<file path="src/design/tsw_pkg.sv">
// Shared constants, pipeline payload type and tdata layout of the splat weight blender.
package tsw_pkg;

  localparam int HEIGHT_BITS = 16;
  localparam int NUM_MAT     = 4;
  localparam int Q16_BITS    = 17;          // weights in Q0.16 including 1.0
  localparam int RGB_BITS    = 24;
  localparam int NRM_BITS    = 16;
  localparam int DIV_BITS    = 16;          // quotient bits of t
  localparam int DIV_STAGES  = 4;
  localparam int DIV_PER_STG = DIV_BITS / DIV_STAGES;

  localparam logic [Q16_BITS-1:0] ONE_Q16       = Q16_BITS'(65536);
  localparam logic [NRM_BITS-1:0] ONE_Q15       = NRM_BITS'(32768);
  localparam logic [NRM_BITS-1:0] SLOPE_MIN_Q15 = NRM_BITS'(1639);
  localparam logic [7:0]          SCALE_255     = 8'd255;
  localparam logic [1:0]          SLOPE_MAT     = 2'd2;

  // Register indexes of the configuration port
  localparam int CFG_IDX_BITS = 4;
  localparam logic [CFG_IDX_BITS-1:0] REG_BOUND_0  = 4'd0;
  localparam logic [CFG_IDX_BITS-1:0] REG_BOUND_1  = 4'd1;
  localparam logic [CFG_IDX_BITS-1:0] REG_BOUND_2  = 4'd2;
  localparam logic [CFG_IDX_BITS-1:0] REG_BOUND_3  = 4'd3;
  localparam logic [CFG_IDX_BITS-1:0] REG_COLOUR_0 = 4'd4;
  localparam logic [CFG_IDX_BITS-1:0] REG_COLOUR_1 = 4'd5;
  localparam logic [CFG_IDX_BITS-1:0] REG_COLOUR_2 = 4'd6;
  localparam logic [CFG_IDX_BITS-1:0] REG_COLOUR_3 = 4'd7;

  // Input tdata layout
  localparam int IN_H_LSB   = 0;
  localparam int IN_N_LSB   = HEIGHT_BITS;
  localparam int IN_T_LSB   = IN_N_LSB + NRM_BITS;
  localparam int IN_RAW     = IN_T_LSB + NUM_MAT * RGB_BITS;
  localparam int IN_TDATA_W = ((IN_RAW + 7) / 8) * 8;
  localparam int OUT_TDATA_W = 80;

  typedef logic [NUM_MAT-1:0][RGB_BITS-1:0] texels_t;

  typedef struct packed {
    logic [1:0]             k;
    logic [NRM_BITS-1:0]    nrm;
    texels_t                tex;
    logic                   div_on;
    logic [HEIGHT_BITS:0]   rem;
    logic [HEIGHT_BITS-1:0] den;
    logic [Q16_BITS-1:0]    quo;
  } pix_t;

endpackage

</file>
<file path="src/design/tsw_div_stage.sv">
// One stage of the restoring divider for t: a few quotient bits per stage.
module tsw_div_stage (
  input  logic          clk,
  input  logic          rst_n,
  input  logic          en,
  input  logic          vld,
  input  tsw_pkg::pix_t pix,
  output logic          vld_r,
  output tsw_pkg::pix_t pix_r
);

  tsw_pkg::pix_t            pix_nxt;
  logic [tsw_pkg::HEIGHT_BITS:0] r2;

  always_comb begin
    pix_nxt = pix;
    r2      = '0;
    if (pix.div_on) begin
      for (int i = 0; i < tsw_pkg::DIV_PER_STG; i++) begin
        r2 = {pix_nxt.rem[tsw_pkg::HEIGHT_BITS-1:0], 1'b0};
        if (r2 >= {1'b0, pix_nxt.den}) begin
          pix_nxt.rem = r2 - {1'b0, pix_nxt.den};
          pix_nxt.quo = {pix_nxt.quo[tsw_pkg::Q16_BITS-2:0], 1'b1};
        end else begin
          pix_nxt.rem = r2;
          pix_nxt.quo = {pix_nxt.quo[tsw_pkg::Q16_BITS-2:0], 1'b0};
        end
      end
    end
  end

  always_ff @(posedge clk) begin
    if (!rst_n) begin
      vld_r <= 1'b0;
    end else if (en) begin
      vld_r <= vld;
    end
    if (en) pix_r <= pix_nxt;
  end

endmodule

</file>
<file path="config.mk">
export PLATFORM = sky130hd
export DESIGN_NAME = tsw_div_stage
export DESIGN_NICKNAME = d
export VERILOG_FILES = /design/src/design/tsw_pkg.sv /design/src/design/tsw_div_stage.sv
export SDC_FILE = /design/constraint.sdc
export NUM_CORES = 1
export LEC_CHECK = 0
export ABC_AREA = 1
export BUFFER_PORTS_ARGS = -buffer_cell sky130_fd_sc_hd__buf_2
export CORE_MARGIN = 4
export CORE_UTILIZATION = 46
export DETAILED_ROUTE_END_ITERATION = 8
export GPL_TIMING_DRIVEN = 0
export PLACE_DENSITY = 0.77
export SLEW_MARGIN = 40
export SYNTH_ARGS = -nofsm -noshare
export SYNTH_HDL_FRONTEND = slang
export SYNTH_SLANG_ARGS = --single-unit
</file>
<file path="constraint.sdc">
create_clock -name clk -period 8.35 [get_ports clk]
set_input_delay 2.0875 -clock clk [delete_from_list [all_inputs] [get_ports clk]]
set_output_delay 2.0875 -clock clk [all_outputs]
set_load 0.05 [all_outputs]
</file>
==> results of run 1 <==
==> cells in the mapped netlist (2+ instances only) <==
master,instances
nor3_1,6
nor2_1,37
a21oi_2,4
edfxtp_1,165
o21ai_0,44
nand3_2,5
o21bai_1,3
o21ai_1,3
a31oi_1,5
nand2_4,4
a21oi_1,46
nand2_1,295
nand3_1,69
inv_1,141
clkbuf_1,7
a21o_1,3
nor2_2,2
inv_2,4
buf_6,3
nand3b_1,8
nand2_2,18
xor2_1,21
nand3_4,3
ha_1,61
nand4_1,21
xnor2_1,27
buf_2,8
==> metrics by stage <==
stage	power [mW]	TNS [ns]	hold WS [ns]	util [%]
floorplan	3.11	0	0.753	-
global placement	3.64	-28.40	0.534	59.3
detailed placement	3.69	-29.80	0.561	59.7
CTS	4.96	-0.383	0.577	67.8
global route	5.82	-10.66	0.611	72.1
finish	5.54	-6.05	0.565	72.1
==> cells in the final DEF, fill, tap and decap left out, types with 4 or more instances in the layout <==
cell type and count:
nand2_2 65, ha_1 21, inv_2 28, buf_2 329
a21oi_4 10, a31oi_1 4, xnor2_1 27, a21oi_2 7
o21ai_0 28, edfxtp_1 165, inv_4 4, inv_1 102
clkbuf_1 6, nor2_1 31, nand2_4 21, nor2_4 4
o21ai_2 8, buf_6 15, clkbuf_16 19, clkinvlp_4 12
nand3_1 50, nand3_4 5, ha_4 37, nand2_1 229
a21oi_1 33, buf_8 5, nand4_1 21, nand3b_1 8
clkinv_4 4, nand3_2 22, buf_12 4, o21ai_1 4
o21ai_4 8, xor2_1 21, buf_4 109, nor2_2 5
==> critical path: cells and delay by family <==
family / cells / cell delay [ns]
and+or+nand+nor: 26 / 2.47
buffers and inverters: 14 / 1.44
adders and majority gates: 4 / 1.12
AOI/OAI and AO/OA: 11 / 1.87
==> final timing paths <==
| check | slack (ns) | cells past startpoint | endpoint |
|---|---|---|---|
| setup / recovery | -0.38 | 55 | pix_r[46] |
| setup reg to reg | 7.69 | 2 | vld_r |
| hold / removal | 0.56 | 2 | vld_r |
| hold reg to reg | 0.56 | 2 | vld_r |
==> logic make-up (layout without fill, tap and decap cells) <==
logic type / after synthesis / count (layout) / share of synthesized area (%)
AO/OA/AOI/OAI: 117 / 117 / 6.91
adder cells (fa/ha/maj): 62 / 62 / 8.09
flip-flops: 166 / 166 / 51.4
XOR/XNOR: 48 / 48 / 4.34
other: 0 / 1 / 0
AND/OR/NAND/NOR: 475 / 475 / 22.3
buffers and inverters: 166 / 652 / 6.95
==> flip-flops by register name, summed over array words and instances, names as in the netlist <==
| name | flops |
|---|---|
| pix_r | 165 |
| vld_r | 1 |
==> layer usage <==
| layer | vias up | part of all wire [%] |
|---|---|---|
| met5 | - | 0.058 |
| met4 | 4 | 3.9 |
| met3 | 116 | 8.3 |
| met2 | 509 | 52 |
| met1 | 4582 | 36 |
| li1 | 4444 | - |
==> power by group through the flow <==
stage	combinational [mW]	sequential, mW	clock, mW
after floorplan	1.65	1.46	0
after global placement	2.55	1.09	0
after detailed placement	2.59	1.10	0
after CTS	3.05	1.08	0.834
after global routing	3.86	1.09	0.874
final	3.64	1.08	0.823
==> area by class of cell <==
cell class | instances | share of cell area, %
multi-input combinational | 702 | 35.6
sequential | 166 | 33.7
timing repair buffer | 454 | 18.8
inverter | 146 | 4.08
clock buffer | 18 | 2.90
tap | 270 | 2.29
buffer | 20 | 1.38
clock inverter | 14 | 1.29
antenna | 1 | 0.0169
==> timing repair <==
item | CTS | global route
endpoints found under the setup margin | 18 | 18
hold buffers | 0 | 0
gates resized for setup | 121 | 129
setup buffers | 59 | 54
pin swaps | 36 | 92
cloned | 4 | 1
==> summary.md, run 1 <==
| Metric | Value |
|---|---|
| Avg Cell Area, Syn | `around 9.4 µm²` |
| Top cell type by total area after synthesis | `edfxtp_1` |
| Global-route met2 utilization | `49.9%` |
| Min-delay src | `vld_r` |
| CP Data Required Time | `8.65 ns` |
| Clock sinks | `roughly 170` |
| GR met1 Demand/Resource | `around 33%` |
| Clk_skew | `0 ns` |
| Routing usage on met3 | `around 6.6%` |
| Final HPWL DP | `about 26 mm` |
| Share of total power in the clock network | `around 15%` |
| Die Footprint | `23400 µm²` |
| Flop pwr share | `around a fifth` |
| Post-route DRC | `0` |
| Core area | `just over 20000 µm²` |
| Hold Path Class | `flop to flop` |
| Status | `finished with violations` |
| Largest net degree at the start of global routing | `85` |
| Detailed Route WL | `about 36 mm` |
| Critical-path top delay cell | `ha_4` |
| # rows | `52` |
| Critical Path Most Common Cell | `nand2_2` |
| Gpl congestion | `0.925` |
| Final worst setup slack | `-0.377 ns` |
| Crit path max fanout | `7` |
| DR iter-0 viols | `920` |
| Multi-input gate area | `roughly 5300 µm²` |
| Setup violators final | `18` |
| Failing checks | `setup timing` |
| Clock tree buffer depth | `2` |
| Seq/Total Area, Yosys | `between 50% and 60%` |
| Die width | `between 150 and 200 µm` |
| Net Sw Frac | `46.6%` |
| Via-to-Cell Ratio | `roughly 5.4` |
| Top-area cell type share of the netlist area | `51.2%` |
| Ys flop type | `edfxtp_1` |
| RSZ-0062 raised after global routing | `true` |
| TritonCTS clock tree | `done` |
| Post-synth ARST share | `0%` |
| Clock Latency Late Sink | `about 0.43 ns` |
| Synth warn | `0` |
| Gr usage total | `28.2%` |
| Busiest grt layer | `met2` |
| Number of global-route vias before repair | `about 9000` |
| 1st-pass router iterations | `8` |
| Post-route insts no fill | `1791` |
| Top post-synthesis cells by area | `edfxtp_1, nand2_1, ha_1` |
| Dpl cells | `between 1500 and 2000` |
| Yosys cell types | `48` |
| # fillers | `~1400` |
| CTS root buf | `clkbuf_16` |
| Count of final max-slew check failures | `0` |
| Slew HR | `58.0%` |
| Fin crit share | `105%` |
| Critical path class | `input pin to flop` |
| Antenna violations before repair | `3` |
| Post-synth net total | `1265` |
| GRT overflow | `0` |
| H-tree depth | `4` |
| Area delta synth->final | `52.6%` |
| Post-synth EDFFs | `around 170` |
| Chip height | `approximately 150 µm` |
| Reg area | `~5000 µm²` |
| Post-Place Worst Slack | `-1.74 ns` |
| Mapped Cells | `1034` |
| Critical Path Max Stage Delay | `around 0.29 ns` |
| Max-cap violations | `0` |
| R2r startpoint | `vld_r` |
| Cell Pwr Density | `~370 nW/µm²` |
| Leak | `a little under 7 nW` |
| Worst IR drop on VDD | `~0.24 mV` |
| NetSw | `approximately 2.6 mW` |
| Layout cell share with drive strength beyond 1 | `between 40% and 50%` |
| Top-level port count | `around 340` |
| Layout Nets | `around 1700` |
| Wire length per cell | `20.3 µm` |
| Combinational power share | `~66%` |
| DR vias | `approximately 9700` |
| CTS Buf Count | `17` |
| Pint | `slightly below 3 mW` |
| Initial Utilization | `47.2%` |
| Maximum clock frequency | `115 MHz` |
| Cell area after placement | `between 10000 and 15000 µm²` |
| Final min period | `around 8.7 ns` |
| Routed Antenna Nets | `0` |
| WP data arrival | `between 9 and 10 ns` |
| #FFs+latches synth | `roughly 170` |
| Crit. Startpoint | `pix[23]` |
| Design area | `14800 µm²` |
| Worst-Margin Slew | `0.629 ns` |
| Clock transition at path regs | `roughly 0.07 ns` |
| First-pass GRT wire length | `roughly 51 mm` |
| CP startpoint kind | `input pin` |
| Port Buf Inserts | `~330` |
| Netlist Area Pre-Place | `between 9000 and 10000 µm²` |
| CP Capture Type | `flop` |
| Count of final hold-check violations | `0` |
Power figures use the tool's default switching activity.
==> inputs of run 2 (changes only) <==
--- a/config.mk
+++ b/config.mk
@@ -11,7 +11,7 @@
 export CORE_UTILIZATION = 46
 export DETAILED_ROUTE_END_ITERATION = 8
 export GPL_TIMING_DRIVEN = 0
-export PLACE_DENSITY = 0.77
+export PLACE_DENSITY = 0.84
 export SLEW_MARGIN = 40
 export SYNTH_ARGS = -nofsm -noshare
 export SYNTH_HDL_FRONTEND = slang
==> summary.md, run 2 (same netlist as run 1, synthesis figures left out) <==
| Metric | Value |
|---|---|
| Status | `finished with violations` |
| Failing checks | `setup timing` |
| Design area | `roughly 15000 µm²` |
| Top register by number of flip-flops | `pix_r` |
| Leak | `slightly below 7 nW` |
| Worst reg2reg path endpoint | `vld_r` |
| Clock sinks | `166` |
| 1st-pass router iterations | `8` |
| Final worst setup slack | `-0.353 ns` |
| Post-route DRC | `0` |
| Worst-Margin Slew | `about 0.66 ns` |
| Critical Path Max Stage Delay | `about 0.34 ns` |
| Number of global-route vias before repair | `9521` |
| Cell Pwr Density | `381 nW/µm²` |
| Fin crit share | `104%` |
| Layout Nets | `1745` |
| Area delta synth->final | `54.7%` |
| Clock tree buffer depth | `2` |
| Final min period | `slightly below 9 ns` |
| Layout cell share with drive strength beyond 1 | `roughly half` |
| RSZ-0062 raised after global routing | `true` |
| Post-route insts no fill | `about 1800` |
| Die width | `between 150 and 200 µm` |
| Chip height | `about 150 µm` |
| Setup violators final | `18` |
| Die Footprint | `23400 µm²` |
| TritonCTS clock tree | `done` |
| GRT overflow | `0` |
| Critical path class | `input pin to flop` |
| Cell area after placement | `around 12000 µm²` |
| Port Buf Inserts | `roughly 330` |
| H-tree depth | `4` |
| Clock transition at path regs | `about 0.06 ns` |
| R2r setup slk | `between 7 and 8 ns` |
| Count of final hold-check violations | `0` |
| Max reg flops | `~170` |
| Detailed Route WL | `39.8 mm` |
| Antenna violations before repair | `4` |
| First-pass GRT wire length | `approximately 55 mm` |
| Count of final max-slew check failures | `0` |
| CTS root buf | `clkbuf_16` |
| Routed Antenna Nets | `0` |
| Initial Utilization | `between 40 and 50%` |
| FF-to-FF path depth | `2` |
| CTS Buf Count | `17` |
| Wire length per cell | `22.1 µm` |
| CP startpoint kind | `input pin` |
| Worst IR drop on VDD | `0.290 mV` |
| Dpl cells | `approximately 1600` |
| Max-cap violations | `0` |
| DR vias | `roughly 10000` |
| WHS Path Cells | `2` |
| DR iter-0 viols | `about 1200` |
| Largest net degree at the start of global routing | `86` |
| Gr usage total | `between 30% and 40%` |
| Hold_buf cts | `0` |
| Final HPWL DP | `about 27 mm` |
| CP Data Required Time | `between 8 and 9 ns` |
| Gpl congestion | `around 0.97` |
| Commonest non-fill, non-tap cell in the layout | `buf_2` |
| Clock Latency Late Sink | `~0.42 ns` |
| Most frequent cells in the layout | `buf_2, nand2_1, edfxtp_1` |
| Clk_skew | `0 ns` |
| Crit path max fanout | `7` |
| Top-level port count | `roughly 340` |
| Maximum clock frequency | `about 110 MHz` |
| Critical-path top delay cell | `ha_4` |
| Top Registers | `pix_r (165), vld_r (1)` |
| R2r startpoint | `vld_r` |
| Hold Path Class | `flop to flop` |
| Via-to-Cell Ratio | `around 5.6` |
| WP data arrival | `~8.9 ns` |
| Slew HR | `approximately 56%` |
| CP Capture Type | `flop` |
| Hold endpoint | `vld_r` |
| Min-delay src | `vld_r` |
| Core area | `slightly above 20000 µm²` |
| # rows | `52` |
## run 2: changes by cell type in the layout (fill, tap and decap cells not counted), sizes merged
| cell | before | now |
|---|---|---|
| bufinv | 3 | 2 |
| clkinv | 5 | 7 |
| clkbuf | 26 | 24 |
| inv | 140 | 135 |
| diode | 1 | 6 |
| buf | 465 | 473 |
| clkinvlp | 12 | 17 |
## run 2: area by class of cell
| type | instances | area (µm²) |
|---|---|---|
| Fill cell | 1277 | 5520 |
| Multi-Input combinational cell | 702 | 5390 |
| Sequential cell | 166 | 4970 |
| Timing Repair Buffer | 461 | 2870 |
| Inverter | 146 | 609 |
| Clock buffer | 17 | 425 |
| Tap cell | 270 | 338 |
| Buffer | 20 | 203 |
| Clock inverter | 15 | 154 |
| Antenna cell | 6 | 15.0 |
## run 2: timing repair
| action | 4_1_cts | 5_1_grt |
|---|---|---|
| buffers inserted | 76 | 43 |
| setup endpoints to repair | 18 | 18 |
| pin swaps | 58 | 75 |
| gates resized for setup | 142 | 128 |
| gates cloned | 6 | 0 |
## run 2: how the worst max path moves through the flow
stage | from | to | cells after the start
after floorplan | pix[19] | pix_r[48] | 55
after global placement | pix[18] | pix_r[41] | 53
after detailed placement | pix[18] | pix_r[41] | 53
after CTS | pix[22] | pix_r[41] | 56
after global routing | pix[20] | pix_r[49] | 52
final | pix[23] | pix_r[40] | 51
## run 2: layer usage
layer | track usage (%) | wire [µm]
met5 | 0 | 18
met4 | 10.8 | 1970
met3 | 6.70 | 4520
met2 | 54.3 | 19900
met1 | 35.5 | 13400
## run 2: critical path: cells and delay by family
family | cells | cell delay, ns
and+or+nand+nor | 28 | 2.99
buffers and inverters | 12 | 1.41
AOI/OAI and AO/OA | 7 | 1.16
adders and majority gates | 4 | 1.19
## run 2: stage by stage
stage | setup WS [ns] | util [%] | setup TNS, ns | total power, mW | hold slack (ns)
CTS | 0.000515 | 68.9 | 0 | 4.99 | 0.543
finish | -0.353 | 73.1 | -5.25 | 5.71 | 0.543
global placement | -1.58 | 59.3 | -26.64 | 3.63 | 0.529
global route | -0.604 | 73.0 | -8.56 | 5.94 | 0.598
detailed placement | -1.68 | 59.7 | -28.42 | 3.69 | 0.533
floorplan | 0.00940 | - | 0 | 3.11 | 0.753
## run 2: power by group
| group | total (mW) | switching (mW) | internal [mW] |
|---|---|---|---|
| Sequential | 1.08 | 0.0295 | 1.05 |
| Combinational | 3.85 | 2.34 | 1.51 |
| Clock | 0.782 | 0.341 | 0.441 |
