[config.mk]
export PLATFORM = sky130hd
export DESIGN_NAME = tsw_band
export DESIGN_NICKNAME = d
export VERILOG_FILES = /design/src/design/tsw_pkg.sv /design/src/design/tsw_band.sv
export SDC_FILE = /design/constraint.sdc
export NUM_CORES = 1
export LEC_CHECK = 0
export ABC_AREA = 0
export ABC_CLOCK_PERIOD_IN_PS = 15600
export BUFFER_PORTS_ARGS = -buffer_cell sky130_fd_sc_hd__buf_2
export CORE_AREA = 5 5 136 138
export DETAILED_ROUTE_END_ITERATION = 10
export DIE_AREA = 0 0 141 143
export GPL_TIMING_DRIVEN = 0
export PLACE_DENSITY_LB_ADDON = 0.1
export SYNTH_ARGS = -nofsm -noshare
export SYNTH_HDL_FRONTEND = slang
export SYNTH_SLANG_ARGS = --single-unit
[constraint.sdc]
create_clock -name clk -period 15.6 [get_ports clk]
set_clock_uncertainty 0.05 [all_clocks]
set_input_delay 1.56 -clock clk [delete_from_list [all_inputs] [get_ports clk]]
set_output_delay 1.56 -clock clk [all_outputs]
set_load 0.1 [all_outputs]
[src/design/tsw_pkg.sv]
// Shared constants, pipeline payload type and tdata layout of the splat weight blender.
package tsw_pkg;

  localparam int HEIGHT_BITS = 16;
  localparam int NUM_MAT     = 4;
  localparam int Q16_BITS    = 17;          // weights in Q0.16 including 1.0
  localparam int RGB_BITS    = 24;
  localparam int NRM_BITS    = 16;
  localparam int DIV_BITS    = 16;          // quotient bits of t
  localparam int DIV_STAGES  = 4;
  localparam int DIV_PER_STG = DIV_BITS / DIV_STAGES;

  localparam logic [Q16_BITS-1:0] ONE_Q16       = Q16_BITS'(65536);
  localparam logic [NRM_BITS-1:0] ONE_Q15       = NRM_BITS'(32768);
  localparam logic [NRM_BITS-1:0] SLOPE_MIN_Q15 = NRM_BITS'(1639);
  localparam logic [7:0]          SCALE_255     = 8'd255;
  localparam logic [1:0]          SLOPE_MAT     = 2'd2;

  // Register indexes of the configuration port
  localparam int CFG_IDX_BITS = 4;
  localparam logic [CFG_IDX_BITS-1:0] REG_BOUND_0  = 4'd0;
  localparam logic [CFG_IDX_BITS-1:0] REG_BOUND_1  = 4'd1;
  localparam logic [CFG_IDX_BITS-1:0] REG_BOUND_2  = 4'd2;
  localparam logic [CFG_IDX_BITS-1:0] REG_BOUND_3  = 4'd3;
  localparam logic [CFG_IDX_BITS-1:0] REG_COLOUR_0 = 4'd4;
  localparam logic [CFG_IDX_BITS-1:0] REG_COLOUR_1 = 4'd5;
  localparam logic [CFG_IDX_BITS-1:0] REG_COLOUR_2 = 4'd6;
  localparam logic [CFG_IDX_BITS-1:0] REG_COLOUR_3 = 4'd7;

  // Input tdata layout
  localparam int IN_H_LSB   = 0;
  localparam int IN_N_LSB   = HEIGHT_BITS;
  localparam int IN_T_LSB   = IN_N_LSB + NRM_BITS;
  localparam int IN_RAW     = IN_T_LSB + NUM_MAT * RGB_BITS;
  localparam int IN_TDATA_W = ((IN_RAW + 7) / 8) * 8;
  localparam int OUT_TDATA_W = 80;

  typedef logic [NUM_MAT-1:0][RGB_BITS-1:0] texels_t;

  typedef struct packed {
    logic [1:0]             k;
    logic [NRM_BITS-1:0]    nrm;
    texels_t                tex;
    logic                   div_on;
    logic [HEIGHT_BITS:0]   rem;
    logic [HEIGHT_BITS-1:0] den;
    logic [Q16_BITS-1:0]    quo;
  } pix_t;

endpackage

[src/design/tsw_band.sv]
// Band search and division set-up: the first pipeline stage.
module tsw_band (
  input  logic                                              clk,
  input  logic                                              rst_n,
  input  logic                                              en,
  input  logic                                              in_vld,
  input  logic [tsw_pkg::HEIGHT_BITS-1:0]                   height,
  input  logic [tsw_pkg::NRM_BITS-1:0]                      nrm,
  input  tsw_pkg::texels_t                                  tex,
  input  logic [tsw_pkg::NUM_MAT-1:0][tsw_pkg::HEIGHT_BITS-1:0] bound,
  output logic                                              vld_r,
  output tsw_pkg::pix_t                                     pix_r
);

  tsw_pkg::pix_t                  pix_nxt;
  logic [1:0]                     k;
  logic [tsw_pkg::HEIGHT_BITS-1:0] lo, hi, num, d;

  always_comb begin
    k = 2'd1;
    if (height > bound[1]) k = 2'd2;
    if (height > bound[1] && height > bound[2]) k = 2'd3;
    lo  = bound[k - 2'd1];
    hi  = bound[k];
    num = height - lo;
    d   = hi - lo;
    pix_nxt        = '0;
    pix_nxt.k      = k;
    pix_nxt.nrm    = nrm;
    pix_nxt.tex    = tex;
    pix_nxt.rem    = {1'b0, num};
    pix_nxt.den    = d;
    if (hi > lo && height > lo) begin
      if (num >= d) pix_nxt.quo = tsw_pkg::ONE_Q16;
      else          pix_nxt.div_on = 1'b1;
    end
  end

  always_ff @(posedge clk) begin
    if (!rst_n) begin
      vld_r <= 1'b0;
    end else if (en) begin
      vld_r <= in_vld;
    end
    if (en) pix_r <= pix_nxt;
  end

endmodule

==> flow_summary.toml, run 1 <==
[outcome]
outcome = "complete, no violations"

[critical_path]
crit_type = "in -> reg"
cp_slowest_stage_delay_ps = 570
cp-end-kind = "flip-flop"
critPathLaunchType = "input pin"
path_max_fanout = 10
crit_slowest_cell = "nor4_1"
critPathArrivalTime_ps = 8480
crit_required_ps = 15700

[sta]
finalHoldWorstSlack_ps = 481
relSlewSlack_pct = 59.6
hold_viol = 0
fmax_mhz = 119
min_period_over_period_pct = 53.7
finalCriticalPeriod_ps = 8380
setup-tns-final_ps = 0
maxSlewViolCount = 0
setup_viol = 0
tightest_slew_ps = 606
rsz0062_at_grt = "no"

[clocking]
cts_setup_buffers = 0
cts_tree = "yes"
cts_inserted_buffers = 17
clock_path_buffers = 2
clkSlewWorstSetupHoldPaths_ps = 60
postCtsHoldBufs = 0
clock-sinks = 149
cts_root_buffer = "clkbuf_16"
cts_htree_levels = 4
worst_skew_pair.late_latency_ps = 400
post_cts_resized = 0

[yosys]
syn-cell-area_mm2 = 0.00828
synth-edff-count = 148
yosysSeqAreaShare_pct = 53.9
postSynthCellCount = 723
avgSynthCellArea_um2 = 11.4
synth_top_flop_cell = "edfxtp_1"
async_flop_share_pct = 0
synth_warnings = 0
synth-seq-cells = 149
synth_cell_types = 58

[global_route]
antenna_found_initial = 8
first_global_vias = 6798
grt_max_degree = 87
grt_remaining_overflow = 0
grt_use_total_pct = 24.6
grt_pass1_wl_mm = 37.9

[detailed_routing]
wl_met1_mm = 10.2
wl_per_cell_um = 19.1
top_layer_used = "met5"
dr.pass1.iters = 5
wl_met2_mm = 12.9
ant_nets = 0
drc_errors = 0
via_count = 7013
met3_length_mm = 2.08
via_per_inst = 5.21
wl_mm = 25.7
drtIter0Drc = 482

[pwr]
power_uw = 1830
leakage_uw = 0.00512
ir_drop_mv = 0.0976
powerDensity_mw_per_mm2 = 166

[layout]
final_common_cell = "buf_2"
mostFrequentLayoutCells = "buf_2 (342), edfxtp_1 (148), a21oi_1 (85)"
multi_input_area_mm2 = 0.00346
ff_latch_area_mm2 = 0.00446
nets = 1377
area_delta_synth_final_pct = 33.3
nFillCells = 1401
drive_above_1_share_pct = 36.9

[placement]
hpwlAfterDp_mm = 21.4
gp_congestion = 0.949
io_buffers = 343

[floorplan]
num_rows = 48
start_util_pct = 48.5
io_pins = 362
dieArea_mm2 = 0.0202
die_w_um = 141
die_h_um = 143
core_mm2 = 0.0171

[hold_path]
hp-class = "reg -> reg"

[job]
maxCapViolations = 0
-- kinds of logic after synthesis --
| group | synth area share (%) |
|---|---|
| other | 0.0453 |
| XOR/XNOR | 3.60 |
| AO/OA/AOI/OAI | 15.5 |
| multiplexers | 0.771 |
| buffers and inverters | 5.03 |
| AND/OR/NAND/NOR | 9.05 |
| flip-flops | 53.9 |
| adder cells (fa/ha/maj) | 12.1 |
-- critical path, delay by kind of cell --
family / cells / cell delay [ps]
AO/OA/AOI/OAI: 18 / 3460
buffers and inverters: 5 / 1100
adder cells (fa/ha/maj): 3 / 930
XOR/XNOR: 1 / 190
AND/OR/NAND/NOR: 5 / 1250
-- registers in the layout (all words and copies together), names as in the netlist --
register  cells
vld_r         1
pix_r       148
-- Yosys cell counts, types with 2 or more instances --
cell type,count,area share [%]
o31ai_1,6,0.54
nand3_1,9,0.54
nor2_1,67,3.0
o21bai_1,6,0.54
a221o_1,5,0.60
o211ai_1,5,0.45
or2_2,6,0.45
xnor2_1,23,2.4
ha_1,79,12
and4_1,3,0.32
nor2b_1,9,0.68
a21oi_1,85,5.1
a211oi_1,3,0.27
xor2_1,11,1.2
inv_1,52,2.4
mux2i_1,3,0.36
nand2b_1,2,0.15
nand4_1,10,0.76
a311oi_1,2,0.21
mux2_2,3,0.41
nor3_1,10,0.60
buf_4,18,1.6
o21ai_0,36,2.2
a31oi_1,4,0.30
o31a_1,3,0.32
nand2_1,35,1.6
a21boi_2,2,0.27
edfxtp_1,148,54
o22ai_1,2,0.15
clkbuf_1,20,0.91
and3_1,5,0.38
and2_1,2,0.15
a21o_1,23,2.1
nor4_1,2,0.15
-- through the flow --
| stage | instances | cell area (um2) | setup slack, ps | util, % |
|---|---|---|---|---|
| after floorplan | 739 | 8340 | 8210 | - |
| after global placement | 1307 | 10300 | 6790 | 60.6 |
| after detailed placement | 1308 | 10400 | 6860 | 60.8 |
| after CTS | 1340 | 11000 | 7260 | 64.6 |
| after global routing | 1346 | 11000 | 6760 | 64.7 |
| final | 1347 | 11000 | 7220 | 64.7 |
-- where the power goes --
group	total [uW]	switching (uW)	leakage, uW	internal, uW
combinational	870	660	0.00335	210
clock	443	158	0.000308	286
sequential	520	11.2	0.00146	509
-- cell type report --
class                      instances  area share (%)
inverter                          52            1.77
sequential                       149            40.4
timing repair buffer             344            15.9
buffer                            39            2.01
clock buffer                      18            3.89
clock inverter                    14            2.01
tap                              225            2.55
multi-input combinational        499            31.3
antenna                            7           0.159
-- layer usage --
layer / vias to the layer above / GRT usage [%]
li1: 3415 / -
met1: 3256 / 30.2
met2: 314 / 42.4
met3: 26 / 6.20
met4: 2 / 8.87
met5: - / 0
-- path summary, 6_finish.rpt --
path / startpoint / end / slack (ps) / cells after the start
worst max-delay path: bound[46] / pix_r[16] / 7220 / 32
worst min-delay path: vld_r / vld_r / 480 / 2
worst max register to register: vld_r / vld_r / 14960 / 2
worst min register to register: vld_r / vld_r / 480 / 2
Note: power is estimated with default switching activity, not from simulation.
==> run 2: changes to the inputs <==
ABC_CLOCK_PERIOD_IN_PS = 8450   (was 15600)
CORE_AREA = not set   (was 5 5 136 138)
CORE_MARGIN = 5   (was not set)
CORE_UTILIZATION = 48   (was not set)
DIE_AREA = not set   (was 0 0 141 143)
clock period = 8.45 ns   (was 15.6 ns; I/O delays follow)
==> run 2 against run 1 <==
Setup slack worse by 6500 ps. Largest power group unchanged. Critical endpoint unchanged. Global-route usage is 0.30 points higher. Clock power rose by 68%. Combinational power increased by 85%. Critical path type unchanged.
==> flow_summary.toml, run 2 (synthesized netlist as in run 1, its figures left out) <==
[outcome]
outcome = "complete, no violations"

[detailed_routing]
wl_mm = 25.8
ant_nets = 0
via_per_inst = 5.17
drc_errors = 0
dr.pass1.iters = 6
drtIter0Drc = 514
wl_per_cell_um = 19.1
via_count = 6965

[clocking]
cts_root_buffer = "clkbuf_16"
post_cts_resized = 0
clkSlewWorstSetupHoldPaths_ps = 60
clock-sinks = 149
postCtsHoldBufs = 0
clock_path_buffers = 2
cts_setup_buffers = 0
cts_htree_levels = 4
worst_skew_pair.late_latency_ps = 410
cts_tree = "yes"
cts_inserted_buffers = 17

[pwr]
ir_drop_mv = 0.157
leakage_uw = 0.00510
powerDensity_mw_per_mm2 = 302

[layout]
mostFrequentLayoutCells = "buf_2 (342), edfxtp_1 (148), a21oi_1 (85)"
nFillCells = 1414
reg_top3 = "pix_r x148, vld_r x1"
ff_latch_area_mm2 = 0.00446
final_common_cell = "buf_2"
area_delta_synth_final_pct = 32.6
largest_reg_flops = 148
nets = 1377
largest-register = "pix_r"
drive_above_1_share_pct = 36.9
multi_input_area_mm2 = 0.00346

[floorplan]
io_pins = 362
die_h_um = 141
die_w_um = 141
core_mm2 = 0.0171
dieArea_mm2 = 0.0200
num_rows = 48
start_util_pct = 48.4

[placement]
io_buffers = 343
hpwlAfterDp_mm = 21.3
gp_congestion = 0.942

[global_route]
grt_use_total_pct = 24.9
grt_pass1_wl_mm = 38.4
grt_remaining_overflow = 0
first_global_vias = 6857
antenna_found_initial = 5
grt_max_degree = 94

[sta]
setup_viol = 0
finalHoldWorstSlack_ps = 473
min_period_over_period_pct = 91.8
hold_viol = 0
rsz0062_at_grt = "no"
tightest_slew_ps = 576
finalCriticalPeriod_ps = 7750
maxSlewViolCount = 0
setup-tns-final_ps = 0
fmax_mhz = 129
relSlewSlack_pct = 61.6

[critical_path]
r2r_setup_slack_ps = 7810
timing.rr.end = "vld_r"
r2r-start = "vld_r"
reg2regPathDepth = 2
crit_slowest_cell = "nor4_1"
cp-end-kind = "flip-flop"
crit_required_ps = 8560
path_max_fanout = 10
crit_type = "in -> reg"
critPathLaunchType = "input pin"
critPathArrivalTime_ps = 7860
cp_slowest_stage_delay_ps = 570

[hold_path]
hold_path_end = "vld_r"
min-delay-start = "vld_r"
whs_path_depth = 2
hp-class = "reg -> reg"

[job]
maxCapViolations = 0
## run 2: cell count changes in the layout (fill, tap and decap cells not counted), sizes merged
cell,before,now
bufinv,5,2
inv,56,59
clkinv,2,4
clkbuf,38,37
clkinvlp,3,2
diode,7,6
## run 2: worst max-delay path by stage
stage              start        end  cells after the start
2_1_floorplan  bound[33]  pix_r[16]                     33
3_3_place_gp   bound[46]  pix_r[16]                     32
3_5_place_dp   bound[46]  pix_r[16]                     32
4_1_cts        bound[46]  pix_r[16]                     32
5_1_grt        bound[46]  pix_r[16]                     33
6_report       bound[46]  pix_r[16]                     32
## run 2: final cells by class
class / instances / area share [%]
diodes: 6 / 0.137
inverters: 52 / 1.78
plain buffers: 39 / 2.02
repair buffers: 344 / 15.9
well taps: 225 / 2.56
flip-flops and latches: 149 / 40.7
clock inverters: 15 / 1.53
clock buffers: 17 / 3.88
multi-input cells: 499 / 31.5
## run 2: critical path: cells and delay by family
kind	cells	cell delay (ps)
xor gates and xnor gates	1	220
and+or+nand+nor	5	1250
AOI/OAI and AO/OA	18	3480
adders and majority gates	3	940
buffers and inverters	5	1130
## run 2: per-layer routing
layer	wire length, um	track usage [%]	up-vias
met5	0	0	-
met1	10700	32.1	3230
li1	-	-	3404
met2	12700	42.3	304
met3	1870	4.92	27
met4	511	8.16	0
## run 2: metrics by stage
step | area, um2 | instances | power, uW | worst slack [ps] | utilization, %
after floorplan | 8340 | 739 | 2250 | 1780 | -
after global placement | 10300 | 1307 | 2560 | 299 | 60.4
after detailed placement | 10400 | 1308 | 2580 | 271 | 60.6
after CTS | 11000 | 1340 | 3330 | 673 | 64.0
after global routing | 11000 | 1346 | 3490 | 33.2 | 64.1
final | 11000 | 1346 | 3320 | 696 | 64.1
## run 2: power breakdown
group          internal [uW]  switching (uW)
Clock                    443             302
Sequential               940            22.0
Combinational            388            1220
==> run 3: changes to the inputs <==
ABC_CLOCK_PERIOD_IN_PS = 8300   (was 8450)
clock period = 8.3 ns   (was 8.45 ns; I/O delays follow)
==> run 3 against run 2 <==
Clock-buffer cell count is the same. Worst hold slack barely moved. Flip-flop and latch count stayed put. Via count is 0.59% higher. Register-to-register slack worse by 150 ps. Largest cell class unchanged. Combinational power about the same. Critical path depth unchanged. First-iteration DRC count up 0.97%. Clock power increased by 2%. Critical endpoint unchanged. Cell area hardly changed. Cell count stayed put. Sequential power is 2% higher.
==> flow_summary.toml, run 3 (synthesized netlist as in run 1, its figures left out) <==
[global_route]
first_global_vias = 6857
grt_pass1_wl_mm = 38.4
grt_use_total_pct = 24.9
grt_remaining_overflow = 0
antenna_found_initial = 5
grt_max_degree = 94

[job]
maxCapViolations = 0

[critical_path]
crit_required_ps = 8410
crit_start = "bound[46]"
crit_type = "in -> reg"
cp_num_buf_inv = 5
timing.rr.end = "vld_r"
endpoint = "pix_r[16]"
cp-end-kind = "flip-flop"
reg2regPathDepth = 2
r2r_setup_slack_ps = 7660
critPathLaunchType = "input pin"
crit_slowest_cell = "nor4_2"
path_max_fanout = 10
cp_slowest_stage_delay_ps = 500
r2r-start = "vld_r"
critPathArrivalTime_ps = 7790
cp_top_family = "compound AO/OA/AOI/OAI gates"
crit_cells = 32

[pwr]
leakage_uw = 0.00510
powerDensity_mw_per_mm2 = 308
ir_drop_mv = 0.160

[layout]
final_common_cell = "buf_2"
reg_top3 = "pix_r x148, vld_r x1"
drive_above_1_share_pct = 37.0
finalNonFillerCells = 1346
largest_reg_flops = 148
mostFrequentLayoutCells = "buf_2 (342), edfxtp_1 (148), a21oi_1 (85)"
area_delta_synth_final_pct = 32.7
nets = 1377
largest-register = "pix_r"

[detailed_routing]
drtIter0Drc = 519
via_per_inst = 5.21
drc_errors = 0
wl_per_cell_um = 19.2
dr.pass1.iters = 5
ant_nets = 0
wl_mm = 25.8
via_count = 7006

[sta]
worst_slack_ps = 615
hold_viol = 0
setup_viol = 0
setup-tns-final_ps = 0
tightest_slew_ps = 560
maxSlewViolCount = 0
fmax_mhz = 130
rsz0062_at_grt = "no"
finalCriticalPeriod_ps = 7690
relSlewSlack_pct = 62.1
min_period_over_period_pct = 92.6

[clocking]
cts_root_buffer = "clkbuf_16"
worst_skew_pair.late_latency_ps = 410
cts_inserted_buffers = 17
clkSlewWorstSetupHoldPaths_ps = 60
post_cts_resized = 0
clock-sinks = 149
clock_path_buffers = 2
postCtsHoldBufs = 0
cts_tree = "yes"
cts_htree_levels = 4
cts_setup_buffers = 0

[floorplan]
die_w_um = 141
start_util_pct = 48.4
num_rows = 48
io_pins = 362
core_mm2 = 0.0171
dieArea_mm2 = 0.0200
die_h_um = 141

[placement]
hpwlAfterDp_mm = 21.3
post-place-ws_ps = 136
io_buffers = 343
place_inst = 1308
gp_congestion = 0.942

[outcome]
outcome = "complete, no violations"

[hold_path]
hp-class = "reg -> reg"
[run 3: cell counts in the layout (fill, tap and decap cells not counted)]
Identical to the previous run, type by type.
[run 3: tightest hold or removal path, cell delays in order, from the launching register on]
cell and delay, ps:
dfxtp_1 330, mux2i_1 70, nor2b_1 90
[run 3: worst min path at each step]
stage,startpoint,to,slack (ps),depth (start not counted)
2_1_floorplan,tex[49],pix_r[100],880,0
6_report,vld_r,vld_r,470,2
3_5_place_dp,vld_r,vld_r,460,2
4_1_cts,vld_r,vld_r,480,2
5_1_grt,nrm[1],pix_r[148],520,1
3_3_place_gp,vld_r,vld_r,450,2
[run 3: metrics by stage]
stage / util (%) / total power [uW] / instance area (um2) / hold slack, ps
after floorplan: - / 2290 / 8340 / 879
after global placement: 60.4 / 2610 / 10300 / 446
after detailed placement: 60.6 / 2630 / 10400 / 462
after CTS: 64.0 / 3390 / 11000 / 477
after global routing: 64.2 / 3550 / 11000 / 521
final: 64.2 / 3380 / 11000 / 474
[run 3: area by class of cell]
class | instances | area [um2]
Antenna cell | 6 | 15.0
Buffer | 39 | 223
Clock buffer | 17 | 425
Clock inverter | 15 | 168
Fill cell | 1412 | 6130
Inverter | 52 | 195
Multi-Input combinational cell | 499 | 3460
Sequential cell | 149 | 4460
Tap cell | 225 | 282
Timing Repair Buffer | 344 | 1750
[run 3: report_power, final]
part	switching [uW]	internal, uW	total (uW)
Combinational	1250	396	1640
Sequential	22.4	957	979
Clock	307	451	758
Total	1580	1800	3380
[run 3: per-layer routing]
| metal | GRT usage (%) | wire, um |
|---|---|---|
| met3 | 4.92 | 1820 |
| met4 | 8.16 | 497 |
| met5 | 0 | 0 |
| met1 | 32.1 | 10700 |
| met2 | 42.3 | 12700 |
